**config.mk**
```make
export PLATFORM = sky130hd
export DESIGN_NAME = line_point_rasterizer
export DESIGN_NICKNAME = d
export VERILOG_FILES = /design/src/rtl/lpr_pkg.sv /design/src/rtl/line_point_rasterizer.sv /design/src/rtl/lpr_front.sv /design/src/rtl/lpr_queue.sv /design/src/rtl/lpr_walker.sv
export SDC_FILE = /design/constraint.sdc
export NUM_CORES = 1
export LEC_CHECK = 0
export BUFFER_PORTS_ARGS = -buffer_cell sky130_fd_sc_hd__buf_2
export CORE_MARGIN = 2
export CORE_UTILIZATION = 40
export DETAILED_ROUTE_END_ITERATION = 16
export HOLD_SLACK_MARGIN = 0.06
export PLACE_DENSITY = 0.61
export SYNTH_ARGS = -nofsm -noshare
export SYNTH_HDL_FRONTEND = slang
export SYNTH_SLANG_ARGS = --single-unit
```
**constraint.sdc**
```tcl
create_clock -name clk -period 2.85 [get_ports clk]
set_input_delay 0.4275 -clock clk [delete_from_list [all_inputs] [get_ports clk]]
set_output_delay 0.4275 -clock clk [all_outputs]
set_load 0.02 [all_outputs]
```
**src/rtl/lpr_pkg.sv**
```systemverilog
`timescale 1ns / 1ps
// ----------------------------------------------------------------------------
// lpr_pkg
// Types, constants and helpers shared by the line point rasterizer modules.
// ----------------------------------------------------------------------------
package lpr_pkg;

    localparam int COORD_BITS = 6;
    // Error term and increments: 2*minor - 2*major down to -(2^(COORD_BITS+1) - 2)
    localparam int ERR_BITS = COORD_BITS + 3;

    typedef logic [COORD_BITS-1:0]      coord_t;
    typedef logic signed [ERR_BITS-1:0] err_t;

    typedef struct packed {
        coord_t x_start;
        coord_t y_start;
        coord_t x_end;
        coord_t y_end;
    } line_t;

    typedef struct packed {
        coord_t point_x;
        coord_t point_y;
        logic   is_last;
    } point_t;

    typedef struct packed {
        logic y_neg;
        logic y_move;
        logic x_neg;
        logic x_move;
    } step_t;

    // Setup of one line, as handed from the front to the walker
    typedef struct packed {
        coord_t start_x;
        coord_t start_y;
        coord_t stop_coord;
        err_t   error_init;
        err_t   inc_minor_step;
        err_t   inc_no_step;
        step_t  steps;
        logic   x_major;
        logic   single;
    } walk_cmd_t;

    typedef enum logic {
        ST_IDLE,
        ST_WALK
    } walk_state_t;

    function automatic coord_t step_coord(coord_t c, logic move, logic neg);
        coord_t r;
        if (!move)
        begin
            r = c;
        end
        else if (neg)
        begin
            r = c - coord_t'(1);
        end
        else
        begin
            r = c + coord_t'(1);
        end
        return r;
    endfunction

endpackage

```
**src/rtl/line_point_rasterizer.sv**
```systemverilog
`timescale 1ns / 1ps
// ----------------------------------------------------------------------------
// line_point_rasterizer
// Bresenham line point generator: one line request in, its points out.
//
//  channel   handshake          payload
//  -------   ---------          -------
//  input     push / full        line  (x_start, y_start, x_end, y_end)
//  result    empty / pop        point (point_x, point_y, is_last)
//
//  A line of major length N gives N points (one for a degenerate line).
//  The walker loads a setup while idle, then emits a point per cycle unless
//  the result stalls; the walker's step loop sets the rate.
//  Up to QUEUE_DEPTH classified lines wait ahead of the walker.
//  Reset empties the queue and the output register and idles the walker.
//  A stalled result holds the walker; push stalls only when the queue fills.
// ----------------------------------------------------------------------------
module line_point_rasterizer
    import lpr_pkg::*;
#(
    parameter int QUEUE_DEPTH = 2
)
(
    input  logic   clk,
    input  logic   rst_n,
    input  logic   push,
    output logic   full,
    input  line_t  line,
    output logic   empty,
    input  logic   pop,
    output point_t point
);

    walk_cmd_t front_cmd;
    walk_cmd_t q_data;
    logic      q_empty;
    logic      q_pop;

    lpr_front u_front (
        .line (line),
        .cmd  (front_cmd)
    );

    lpr_queue #(
        .DEPTH (QUEUE_DEPTH)
    ) u_queue (
        .clk     (clk),
        .rst_n   (rst_n),
        .wr_en   (push),
        .wr_data (front_cmd),
        .full    (full),
        .rd_en   (q_pop),
        .rd_data (q_data),
        .empty   (q_empty)
    );

    lpr_walker u_walker (
        .clk     (clk),
        .rst_n   (rst_n),
        .q_data  (q_data),
        .q_empty (q_empty),
        .q_pop   (q_pop),
        .point   (point),
        .empty   (empty),
        .pop     (pop)
    );

endmodule

```
**src/rtl/lpr_front.sv**
```systemverilog
`timescale 1ns / 1ps
// ----------------------------------------------------------------------------
// lpr_front
// Classifies a line request: deltas, step directions, major axis, stop
// coordinate, initial error and both error increments.
// ----------------------------------------------------------------------------
module lpr_front
    import lpr_pkg::*;
(
    input  line_t     line,
    output walk_cmd_t cmd
);

    logic signed [COORD_BITS:0] dx;
    logic signed [COORD_BITS:0] dy;
    coord_t                     adx;
    coord_t                     ady;
    err_t                       major_e;
    err_t                       minor_e;
    logic                       x_major;

    assign dx = $signed({1'b0, line.x_end}) - $signed({1'b0, line.x_start});
    assign dy = $signed({1'b0, line.y_end}) - $signed({1'b0, line.y_start});

    assign adx = dx[COORD_BITS] ? coord_t'(-dx) : dx[COORD_BITS-1:0];
    assign ady = dy[COORD_BITS] ? coord_t'(-dy) : dy[COORD_BITS-1:0];

    // Ties go to y
    assign x_major = adx > ady;
    assign major_e = x_major ? err_t'(adx) : err_t'(ady);
    assign minor_e = x_major ? err_t'(ady) : err_t'(adx);

    always_comb
    begin
        cmd.start_x        = line.x_start;
        cmd.start_y        = line.y_start;
        cmd.stop_coord     = x_major ? line.x_end : line.y_end;
        cmd.error_init     = minor_e + minor_e - major_e;
        cmd.inc_minor_step = minor_e + minor_e - major_e - major_e;
        cmd.inc_no_step    = minor_e + minor_e;
        cmd.steps.x_move   = dx != '0;
        cmd.steps.x_neg    = dx[COORD_BITS];
        cmd.steps.y_move   = dy != '0;
        cmd.steps.y_neg    = dy[COORD_BITS];
        cmd.x_major        = x_major;
        cmd.single         = (line.x_start == line.x_end) && (line.y_start == line.y_end);
    end

endmodule

```
**src/rtl/lpr_queue.sv**
```systemverilog
`timescale 1ns / 1ps
// ----------------------------------------------------------------------------
// lpr_queue
// Small first-in first-out queue of line setups between front and walker.
// ----------------------------------------------------------------------------
module lpr_queue
    import lpr_pkg::*;
#(
    parameter int DEPTH = 2
)
(
    input  logic      clk,
    input  logic      rst_n,
    input  logic      wr_en,
    input  walk_cmd_t wr_data,
    output logic      full,
    input  logic      rd_en,
    output walk_cmd_t rd_data,
    output logic      empty
);

    localparam int PTR_BITS = (DEPTH > 1) ? $clog2(DEPTH) : 1;
    localparam int CNT_BITS = $clog2(DEPTH + 1);

    walk_cmd_t           mem [DEPTH];
    logic [PTR_BITS-1:0] wr_ptr_reg;
    logic [PTR_BITS-1:0] wr_ptr_next;
    logic [PTR_BITS-1:0] rd_ptr_reg;
    logic [PTR_BITS-1:0] rd_ptr_next;
    logic [CNT_BITS-1:0] count_reg;
    logic [CNT_BITS-1:0] count_next;
    logic                do_wr;
    logic                do_rd;

    assign full    = count_reg == CNT_BITS'(DEPTH);
    assign empty   = count_reg == '0;
    assign do_wr   = wr_en && !full;
    assign do_rd   = rd_en && !empty;
    assign rd_data = mem[rd_ptr_reg];

    always_comb
    begin
        wr_ptr_next = wr_ptr_reg;
        rd_ptr_next = rd_ptr_reg;
        count_next  = count_reg;
        if (do_wr)
        begin
            wr_ptr_next = (wr_ptr_reg == PTR_BITS'(DEPTH - 1)) ? '0 : wr_ptr_reg + PTR_BITS'(1);
        end
        if (do_rd)
        begin
            rd_ptr_next = (rd_ptr_reg == PTR_BITS'(DEPTH - 1)) ? '0 : rd_ptr_reg + PTR_BITS'(1);
        end
        if (do_wr && !do_rd)
        begin
            count_next = count_reg + CNT_BITS'(1);
        end
        else if (do_rd && !do_wr)
        begin
            count_next = count_reg - CNT_BITS'(1);
        end
    end

    always_ff @(posedge clk or negedge rst_n)
    begin
        if (!rst_n)
        begin
            wr_ptr_reg <= '0;
            rd_ptr_reg <= '0;
            count_reg  <= '0;
        end
        else
        begin
            wr_ptr_reg <= wr_ptr_next;
            rd_ptr_reg <= rd_ptr_next;
            count_reg  <= count_next;
        end
    end

    always_ff @(posedge clk)
    begin
        if (do_wr)
        begin
            mem[wr_ptr_reg] <= wr_data;
        end
    end

    a_count_bound : assert property (@(posedge clk) disable iff (!rst_n)
        count_reg <= CNT_BITS'(DEPTH))
        else $error("queue count above depth");

endmodule

```
**src/rtl/lpr_walker.sv**
```systemverilog
`timescale 1ns / 1ps
// ----------------------------------------------------------------------------
// lpr_walker
// Walks one line setup a point per cycle into a one-entry output register, holding while a waiting point is not popped.
// ----------------------------------------------------------------------------
module lpr_walker
    import lpr_pkg::*;
(
    input  logic      clk,
    input  logic      rst_n,
    input  walk_cmd_t q_data,
    input  logic      q_empty,
    output logic      q_pop,
    output point_t    point,
    output logic      empty,
    input  logic      pop
);

    walk_state_t state_reg;
    walk_state_t state_next;
    coord_t      cur_x_reg;
    coord_t      cur_x_next;
    coord_t      cur_y_reg;
    coord_t      cur_y_next;
    coord_t      stop_reg;
    err_t        err_reg;
    err_t        err_next;
    err_t        inc_minor_reg;
    err_t        inc_no_reg;
    step_t       steps_reg;
    logic        x_major_reg;
    logic        single_reg;
    point_t      out_reg;
    logic        out_valid_reg;
    logic        out_valid_next;
    logic        out_pop;
    logic        emit;
    logic        minor_step;
    coord_t      major_next;
    logic        last;

    assign out_pop    = pop && out_valid_reg;
    assign minor_step = !err_reg[ERR_BITS-1];

    assign cur_x_next = (x_major_reg || minor_step)
                      ? step_coord(cur_x_reg, steps_reg.x_move, steps_reg.x_neg) : cur_x_reg;
    assign cur_y_next = (!x_major_reg || minor_step)
                      ? step_coord(cur_y_reg, steps_reg.y_move, steps_reg.y_neg) : cur_y_reg;
    assign err_next   = minor_step ? err_reg + inc_minor_reg : err_reg + inc_no_reg;
    assign major_next = x_major_reg ? cur_x_next : cur_y_next;
    assign last       = single_reg || (major_next == stop_reg);

    always_comb
    begin
        state_next = state_reg;
        case (state_reg)
            ST_IDLE:
            begin
                if (!q_empty)
                begin
                    state_next = ST_WALK;
                end
            end
            ST_WALK:
            begin
                if (emit && last)
                begin
                    state_next = ST_IDLE;
                end
            end
            default:
            begin
                state_next = ST_IDLE;
            end
        endcase
    end

    always_comb
    begin
        q_pop = 1'b0;
        emit  = 1'b0;
        case (state_reg)
            ST_IDLE:
            begin
                q_pop = !q_empty;
            end
            ST_WALK:
            begin
                emit = !out_valid_reg || out_pop;
            end
            default:
            begin
                q_pop = 1'b0;
                emit  = 1'b0;
            end
        endcase
    end

    always_comb
    begin
        out_valid_next = out_valid_reg;
        if (emit)
        begin
            out_valid_next = 1'b1;
        end
        else if (out_pop)
        begin
            out_valid_next = 1'b0;
        end
    end

    always_ff @(posedge clk or negedge rst_n)
    begin
        if (!rst_n)
        begin
            state_reg     <= ST_IDLE;
            out_valid_reg <= 1'b0;
        end
        else
        begin
            state_reg     <= state_next;
            out_valid_reg <= out_valid_next;
        end
    end

    always_ff @(posedge clk)
    begin
        if (q_pop)
        begin
            cur_x_reg     <= q_data.start_x;
            cur_y_reg     <= q_data.start_y;
            stop_reg      <= q_data.stop_coord;
            err_reg       <= q_data.error_init;
            inc_minor_reg <= q_data.inc_minor_step;
            inc_no_reg    <= q_data.inc_no_step;
            steps_reg     <= q_data.steps;
            x_major_reg   <= q_data.x_major;
            single_reg    <= q_data.single;
        end
        else if (emit)
        begin
            cur_x_reg <= cur_x_next;
            cur_y_reg <= cur_y_next;
            err_reg   <= err_next;
        end
        if (emit)
        begin
            out_reg.point_x <= cur_x_reg;
            out_reg.point_y <= cur_y_reg;
            out_reg.is_last <= last;
        end
    end

    assign point = out_reg;
    assign empty = !out_valid_reg;

    a_load_idle : assert property (@(posedge clk) disable iff (!rst_n)
        q_pop |-> (state_reg == ST_IDLE))
        else $error("setup taken while walking");

    a_last_ends : assert property (@(posedge clk) disable iff (!rst_n)
        (emit && last) |=> (state_reg == ST_IDLE))
        else $error("walk did not end after last point");

    a_no_overwrite : assert property (@(posedge clk) disable iff (!rst_n)
        emit |-> (!out_valid_reg || pop))
        else $error("waiting point overwritten");

endmodule

```
==> results of run 1 <==
## worst min-delay path by stage
| stage | start | endpoint | slack, ns | depth (start not counted) |
|---|---|---|---|---|
| final | pop | u_walker.out_valid_reg$_DFFE_PN0P_ | 0.30 | 3 |
| after global routing | line[18] | u_queue.mem[0][45]$_DFFE_PP_ | 0.29 | 2 |
| after CTS | line[18] | u_queue.mem[1][45]$_DFFE_PP_ | 0.28 | 2 |
| after detailed placement | rst_n | u_walker.state_reg$_DFF_PN0_ | 0.26 | 1 |
| after global placement | rst_n | u_walker.out_valid_reg$_DFFE_PN0P_ | 0.25 | 1 |
| after floorplan | rst_n | u_queue.count_reg[0]$_DFFE_PN0P_ | 0.13 | 0 |
## kinds of logic after synthesis
| group | share of synthesized area |
|---|---|
| flops | 0.5737 |
| other cells | 0.0004506 |
| buf+inv | 0.02857 |
| simple gates | 0.07848 |
| compound gates | 0.1108 |
| mux | 0.06961 |
| xor+xnor | 0.06089 |
| fa+ha+maj | 0.07743 |
## layout by cell type, fill, tap and decap left out, types with 13 or more instances in the layout
master and instances:
edfxtp_1 154, ha_1 33, a21oi_1 31, mux2i_1 19, nor2b_1 14, buf_4 131
inv_1 37, buf_2 39, xor2_1 13, nand2_1 29, xnor2_1 28, clkbuf_16 17
mux2_2 31, nor2_1 33
## layout make-up
cell class,instances,area (µm²)
Clock buffer,17,425.4
Timing Repair Buffer,187,1394
Inverter,46,185.2
Multi-Input combinational cell,428,3886
Sequential cell,160,4776
Clock inverter,14,152.6
Tap cell,270,337.8
Fill cell,1691,9143
## what timing repair did
item	in CTS	in global routing
gates resized for setup	76	34
setup endpoints to repair	56	60
setup buffers	14	13
gates cloned	0	0
pin swaps	43	30
endpoints found under the hold margin	6	0
hold buffers	1	0
## worst max-delay path: cells and delay by family
| kind | cells | cell delay, ns |
|---|---|---|
| buffers and inverters | 6 | 0.53 |
| multiplexers | 1 | 0.28 |
| AO/OA/AOI/OAI | 12 | 1.76 |
| adder cells (fa/ha/maj) | 6 | 1.51 |
| AND/OR/NAND/NOR | 6 | 0.85 |
| XOR/XNOR | 2 | 0.35 |
## per-stage QoR
stage	cell area [µm²]	utilization	hold WS, ns	cells	setup slack, ns
finish	11160	0.5496	0.3017	1122	-2.639
detailed placement	9951	0.4902	0.2559	1076	-3.278
CTS	10970	0.5404	0.2807	1118	-2.686
global placement	9951	0.4902	0.2536	1076	-3.025
global route	11160	0.5496	0.2866	1122	-2.905
floorplan	8463	-	0.1319	651	-3.039
## layer usage
metal | GRT usage | vias up | wire [µm]
met2 | 0.2924 | 95 | 8878
met1 | 0.2099 | 2723 | 7838
met3 | 0.03160 | 19 | 478
met5 | 0 | - | 0
met4 | 0.04333 | 0 | 233
li1 | - | 2767 | -
==> flow_summary.ini, run 1 <==
[critical_path]
cp_slowest_cell = fa_2
cp-startpoint = line[6]
reg2reg_to = u_walker.point[0]$_DFFE_PP_
endpoint_kind = flop
start_kind = input pin
worstRegToRegCells = 11
r2r_slack_ns = 0.18
crit_required_ns = 3.10
max_stage_delay_ns = 0.35
arrival_ns = 5.74
path_class = in -> reg
cp_max_fo = 4
crit_end = u_queue.mem[1][23]$_DFFE_PP_
reg2reg_from = u_walker.steps_reg[3]$_DFFE_PP_

[logic_synthesis]
syn-cell-area_mm2 = 0.008322
synth_flop_cell = edfxtp_1
synth_seq_cells = 160
syn_area_per_cell_um2 = 12.78
synth.top_cell.area_share = 0.5557
syn_nets = 726
yosys_warnings = 0
synthArstFlopShare = 0.03750
yosysMostFrequentCell = edfxtp_1
ys_types = 61
synth_area_leaders = edfxtp_1 56%, ha_1 6.2%, mux2_2 4.2%, xnor2_1 3.7%, mux2i_1 2.8%
yosysSeqAreaShare = 0.5737
synth_top_cells_by_count = 154 x edfxtp_1, 44 x inv_1, 44 x nor2_1
synthCells = 651
synth_edf_count = 154
yosys.area.top_type = edfxtp_1

[route]
dr.pass1.iters = 5
finalWirelength_um = 17430
wire_per_inst_um = 15.53
drc = 0
vias = 5604
drtAntennaViolNets = 0
drt_first_iter_violations = 322
vias_per_cell = 4.995

[sta]
layout_min_cycle_time_ns = 5.489
fin_setup_tns_ns = -67.52
finalClockSkew_ns = 0.009083
timing.final.crit_share = 1.926
rsz0062_at_grt = yes
slew-limit-headroom = 0.5529
setup_violations = 56
tightest_slew_ns = 0.6707
slew_violations = 0
fmax_mhz = 182.2
setup_ws_ns = -2.639
hold_viol_final = 0

[clock_network]
cts_sinks = 160
cts.htree.levels = 4
cts_buffers = 17
path_clk_slew_ns = 0.06
cts_tree = done
cts_buffer_depth = 2
clk_latency_ns = 0.42
ctsRootBufferMaster = clkbuf_16

[global_routing]
antenna_found_initial = 0
overflow = 0
grt_pass1_wl_um = 28880
grt_max_degree = 60
grt.total_usage = 0.1657
grt_pass1_vias = 5906

[die]
chipWidth_um = 148.2
core_mm2 = 0.02030
initial_core_util = 0.4099
die_y_um = 148.2
die-area_mm2 = 0.02197
ios = 43
rows = 52

[status]
violations = negative setup slack
status = finished with violations

[finish]
fin_nets = 915
area_delta_synth_final_pct = 34.07
diodes = 0
layout-drive-gt1-share = 0.4167
largest_reg_flops = 94

[worst_hold_path]
hp-class = in -> reg

[placed_design]
gp_congestion = 0.8653
io_buffers = 42
hpwl_um = 12550

[flow_run]
cap_violations = 0
Power of run 1 is left out: the tool's default activity adds up to more than one toggle a clock period on the data nets, which glitch-free logic cannot reach.
==> inputs of run 2 (changes only) <==
==> constraint.sdc (replaced) <==
create_clock -name clk -period 2.85 [get_ports clk]
set_input_delay 0.285 -clock clk [delete_from_list [all_inputs] [get_ports clk]]
set_output_delay 0.285 -clock clk [all_outputs]
set_load 0.02 [all_outputs]
==> flow_summary.ini, run 2 (synthesized netlist as in run 1, its figures left out) <==
[status]
violations = negative setup slack
status = finished with violations

[route]
dr.pass1.iters = 4
vias_per_cell = 4.993
wire_per_inst_um = 15.60
vias = 5672
drtAntennaViolNets = 0
finalWirelength_um = 17720
drt_first_iter_violations = 283
drc = 0

[die]
initial_core_util = 0.4099
chipWidth_um = 148.2
die-area_mm2 = 0.02197
die_y_um = 148.2
ios = 43
core_mm2 = 0.02030
rows = 52

[sta]
slew_violations = 0
fin_setup_tns_ns = -64.54
rsz0062_at_grt = yes
layout_min_cycle_time_ns = 5.376
finalClockSkew_ns = 0.01045
hold_viol_final = 0
fmax_mhz = 186.0
timing.final.crit_share = 1.886
setup_violations = 56
tightest_slew_ns = 0.6590
slew-limit-headroom = 0.5607
setup_ws_ns = -2.526

[critical_path]
cp_slowest_cell = fa_2
worstRegToRegCells = 11
r2r_slack_ns = 0.09
start_kind = input pin
crit_required_ns = 3.02
reg2reg_to = u_walker.point[0]$_DFFE_PP_
reg2reg_from = u_walker.steps_reg[1]$_DFFE_PP_
max_stage_delay_ns = 0.37
endpoint_kind = flop
cp_max_fo = 4
path_class = in -> reg
arrival_ns = 5.54

[worst_hold_path]
holdPathEnd = u_walker.out_valid_reg$_DFFE_PN0P_
hold_start = pop
hp-class = in -> reg
hold_depth = 3

[finish]
layout-drive-gt1-share = 0.4284
fill_cells = 1673
post-route-util = 0.5558
layout_commonest_cell = edfxtp_1
area_delta_synth_final_pct = 35.59
fin_nets = 928
largest_reg_flops = 94
diodes = 0
fin_area_mm2 = 0.01128
layout_common_cells = 154 x edfxtp_1, 140 x buf_4, 39 x inv_1
final-instance-count-excl-fill = 1136

[placed_design]
gp_congestion = 0.8637
hpwl_um = 12670
io_buffers = 42
post-place-cells = 1076
dpl-instance-area_mm2 = 0.009951

[global_routing]
overflow = 0
antenna_found_initial = 0
grt_max_degree = 60
grt_pass1_vias = 6002
grt_pass1_wl_um = 29400
grt.total_usage = 0.1692

[clock_network]
cts.htree.levels = 4
ctsRootBufferMaster = clkbuf_16
cts_sinks = 160
cts_buffers = 17
cts_buffer_depth = 2
path_clk_slew_ns = 0.07
cts_tree = done
clk_latency_ns = 0.42

[flow_run]
cap_violations = 0
[run 2: cell count changes in the layout (fill, tap and decap cells not counted), sizes merged]
cell / change
clkbuf: +1
clkinv: -2
clkinvlp: +2
bufinv: -2
inv: +2
buf: +13
[run 2: final cells by class]
class	count	area [µm²]	area share
tap	270	337.8	0.02994
clock buffer	18	429.2	0.03804
multi-input combinational	428	3911	0.3466
timing repair buffer	200	1525	0.1352
inverter	46	185.2	0.01641
sequential	160	4776	0.4233
clock inverter	14	118.9	0.01053
[run 2: stage by stage]
stage               setup slack [ns]  hold slack (ns)
CTS                           -2.512           0.1437
finish                        -2.526           0.1563
global route                  -2.732           0.1436
global placement              -2.882           0.1111
detailed placement            -3.109           0.1137
floorplan                     -2.896         -0.01059
[run 2: worst max-delay path by stage]
stage,start,endpoint,slack (ns),depth (start not counted)
3_5_place_dp,line[6],u_queue.mem[1][23]$_DFFE_PP_,-3.11,30
6_report,line[6],u_queue.mem[0][21]$_DFFE_PP_,-2.53,34
3_3_place_gp,line[0],u_queue.mem[0][23]$_DFFE_PP_,-2.88,32
5_1_grt,line[6],u_queue.mem[0][21]$_DFFE_PP_,-2.73,32
2_1_floorplan,line[6],u_queue.mem[0][23]$_DFFE_PP_,-2.90,32
4_1_cts,line[6],u_queue.mem[0][21]$_DFFE_PP_,-2.51,34
[run 2: repair_timing]
action / CTS / global route
hold endpoints to repair: 6 / 0
pin swaps: 34 / 46
resized for setup: 70 / 56
endpoints found under the setup margin: 56 / 60
setup buffers: 25 / 17
hold buffers: 1 / 0
[run 2: layer usage]
metal	GRT usage	share of wire	routed length [µm]
met5	0	0	0
met4	0.05810	0.019	345
met3	0.02853	0.020	354
met1	0.2150	0.46	8073
met2	0.2940	0.50	8944
[run 2: critical path, delay by kind of cell]
family / cells / cell delay, ns
muxes: 1 / 0.25
xor gates and xnor gates: 4 / 0.65
adders and majority gates: 6 / 1.55
buffers and inverters: 7 / 0.64
AOI/OAI and AO/OA: 9 / 1.22
and+or+nand+nor: 7 / 0.94
Power of run 2 is left out for the same reason.
==> inputs of run 3 (changes only) <==
--- a/config.mk
+++ b/config.mk
@@ -9,8 +9,11 @@
 export CORE_MARGIN = 2
 export CORE_UTILIZATION = 40
 export DETAILED_ROUTE_END_ITERATION = 16
+export GPL_TIMING_DRIVEN = 0
 export HOLD_SLACK_MARGIN = 0.06
 export PLACE_DENSITY = 0.61
+export SLEW_MARGIN = 40
 export SYNTH_ARGS = -nofsm -noshare
 export SYNTH_HDL_FRONTEND = slang
+export SYNTH_HIERARCHICAL = 1
 export SYNTH_SLANG_ARGS = --single-unit
==> flow_summary.ini, run 3 <==
[status]
status = finished with violations
violations = negative setup slack

[die]
die-area_mm2 = 0.02504
chipWidth_um = 158.2
initial_core_util = 0.4066
core_mm2 = 0.02340
die_y_um = 158.2
ios = 43
rows = 56

[finish]
top_register = u_queue/mem
area_delta_synth_final_pct = 32.85
fin_area_mm2 = 0.01264
fin_nets = 959
diodes = 0
layout_commonest_cell = edfxtp_1
fill_cells = 1888
final-instance-count-excl-fill = 1211
largest_reg_flops = 102
layout-drive-gt1-share = 0.4563
layout_common_cells = 166 x edfxtp_1, 71 x buf_4, 51 x mux2_4

[logic_synthesis]
synth_top_cells_by_count = 166 x edfxtp_1, 50 x mux2_4, 48 x nand2_1
synth.top_cell.area_share = 0.5239
synthArstFlopShare = 0.03488
synth_flop_cell = edfxtp_1
syn_area_per_cell_um2 = 12.96
synth_seq_cells = 172
synth_area_leaders = edfxtp_1 52%, mux2_4 7.9%, ha_1 6.0%, a21oi_1 2.4%, xnor2_1 1.9%
yosysSeqAreaShare = 0.5396
ys_types = 79
synthCells = 734
yosys.area.top_type = edfxtp_1
yosys_warnings = 6
synth_edf_count = 166
yosysMostFrequentCell = edfxtp_1
syn-cell-area_mm2 = 0.009515

[placed_design]
post-place-cells = 1102
io_buffers = 42
hpwl_um = 14230
gp_congestion = 0.8764
dp_slack_ns = -3.663
dpl-instance-area_mm2 = 0.01045

[global_routing]
antenna_found_initial = 0
grt.total_usage = 0.1755
grt_max_degree = 41
grt_pass1_wl_um = 33180
grt_pass1_vias = 6092
overflow = 0

[critical_path]
crit_top_cell = ha_4
cp_max_fo = 6
critPathTopFamily = compound AO/OA/AOI/OAI gates
max_stage_delay_ns = 0.39
crit_required_ns = 3.11
start_kind = input pin
arrival_ns = 5.58
path_class = in -> reg
cp_slowest_cell = fa_2
worst-path-buf-inv = 5
endpoint_kind = flop

[flow_run]
cap_violations = 0

[clock_network]
clk_latency_ns = 0.43
path_clk_slew_ns = 0.08
cts_buffers = 17
cts_sinks = 172
cts_buffer_depth = 2
cts.htree.levels = 4
ctsRootBufferMaster = clkbuf_16
cts_tree = done

[route]
drc = 0
vias = 6208
wire_per_inst_um = 17.86
drtAntennaViolNets = 0
dr.pass1.iters = 5
drt_first_iter_violations = 394
vias_per_cell = 5.126
finalWirelength_um = 21630

[sta]
fmax_mhz = 188.2
hold_viol_final = 0
layout_min_cycle_time_ns = 5.314
slew-limit-headroom = 0.5199
timing.final.crit_share = 1.865
slew_violations = 0
tightest_slew_ns = 0.7202
setup_ws_ns = -2.464
finalClockSkew_ns = 0.01658
rsz0062_at_grt = yes
hold_ws_ns = 0.1323
setup_violations = 58

[worst_hold_path]
hp-class = in -> reg
==> run 3: cell types whose count changed in the layout (fill, tap and decap cells not counted), moves of 11 or more <==
cell,delta
xnor2_1,-13
mux2_2,-22
buf_4,-69
mux2i_1,-14
mux2_4,+51
nor2b_1,-11
edfxtp_1,+12
buf_6,+12
==> run 3: area by class of cell <==
| cell class | count | area (µm²) | area share |
|---|---|---|---|
| Buffer | 34 | 362.8 | 0.02870 |
| Clock buffer | 19 | 442.9 | 0.03504 |
| Clock inverter | 13 | 178.9 | 0.01415 |
| Inverter | 42 | 182.7 | 0.01445 |
| Multi-Input combinational cell | 486 | 4888 | 0.3867 |
| Sequential cell | 172 | 5135 | 0.4062 |
| Tap cell | 319 | 399.1 | 0.03157 |
| Timing Repair Buffer | 126 | 1051 | 0.08314 |
==> run 3: worst reg2reg max path, cell delays in order, from the launching register on <==
cell and delay, ns:
edfxtp_1 0.43, buf_12 0.17, mux2i_1 0.36, inv_1 0.09, ha_1 0.29, a21o_1 0.16
a21oi_1 0.22, o21ai_1 0.09, a21o_1 0.21, a21oi_1 0.19, or4b_1 0.13, nand3_1 0.06
==> run 3: path summary, 6_finish.rpt <==
kind	from	end	slack, ns	cells past startpoint
max in group asynchronous	rst_n	u_walker/state_reg$_DFF_PN0_	2.49	2
worst max register to register	u_walker/err_reg[8]$_DFFE_PP_	u_walker/err_reg[7]$_DFFE_PP_	0.21	11
min in group asynchronous	rst_n	u_walker/out_valid_reg$_DFFE_PN0P_	0.20	2
worst min register to register	u_walker/cur_y_reg[3]$_DFFE_PP_	u_walker/point[4]$_DFFE_PP_	0.52	0
worst max-delay path	line[0]	u_queue/mem[1][22]$_DFFE_PP_	-2.46	28
worst min-delay path	pop	u_walker/out_valid_reg$_DFFE_PN0P_	0.13	3
==> run 3: per-stage QoR <==
step,TNS (ns),util
after floorplan,-60.58,-
after global placement,-132.19,0.4426
after detailed placement,-109.58,0.4466
after CTS,-64.60,0.5149
after global routing,-71.14,0.5402
final,-64.99,0.5402
==> run 3: logic make-up after synthesis <==
logic type / Yosys count / synth area share
xor+xnor: 44 / 0.04366
mux: 68 / 0.09954
simple gates: 176 / 0.09218
compound gates: 142 / 0.1023
buf+inv: 79 / 0.04918
flops: 172 / 0.5396
other cells: 1 / 0.0003941
fa+ha+maj: 52 / 0.07311
==> run 3: timing repair <==
action                                  CTS  global route
gates resized for setup                 108            83
endpoints found under the setup margin   64            61
buffers inserted                         53            26
hold buffers                              1             0
pin swaps                                44            45
endpoints found under the hold margin     6             0
==> run 3: per-layer routing <==
layer / global-route usage / vias to the layer above / wire length [µm]
met3: 0.02683 / 34 / 660
met2: 0.2923 / 132 / 10680
li1: - / 2992 / -
met1: 0.2321 / 3050 / 9727
met5: 0 / - / 0
met4: 0.06564 / 0 / 560
Power of run 3 is left out for the same reason.
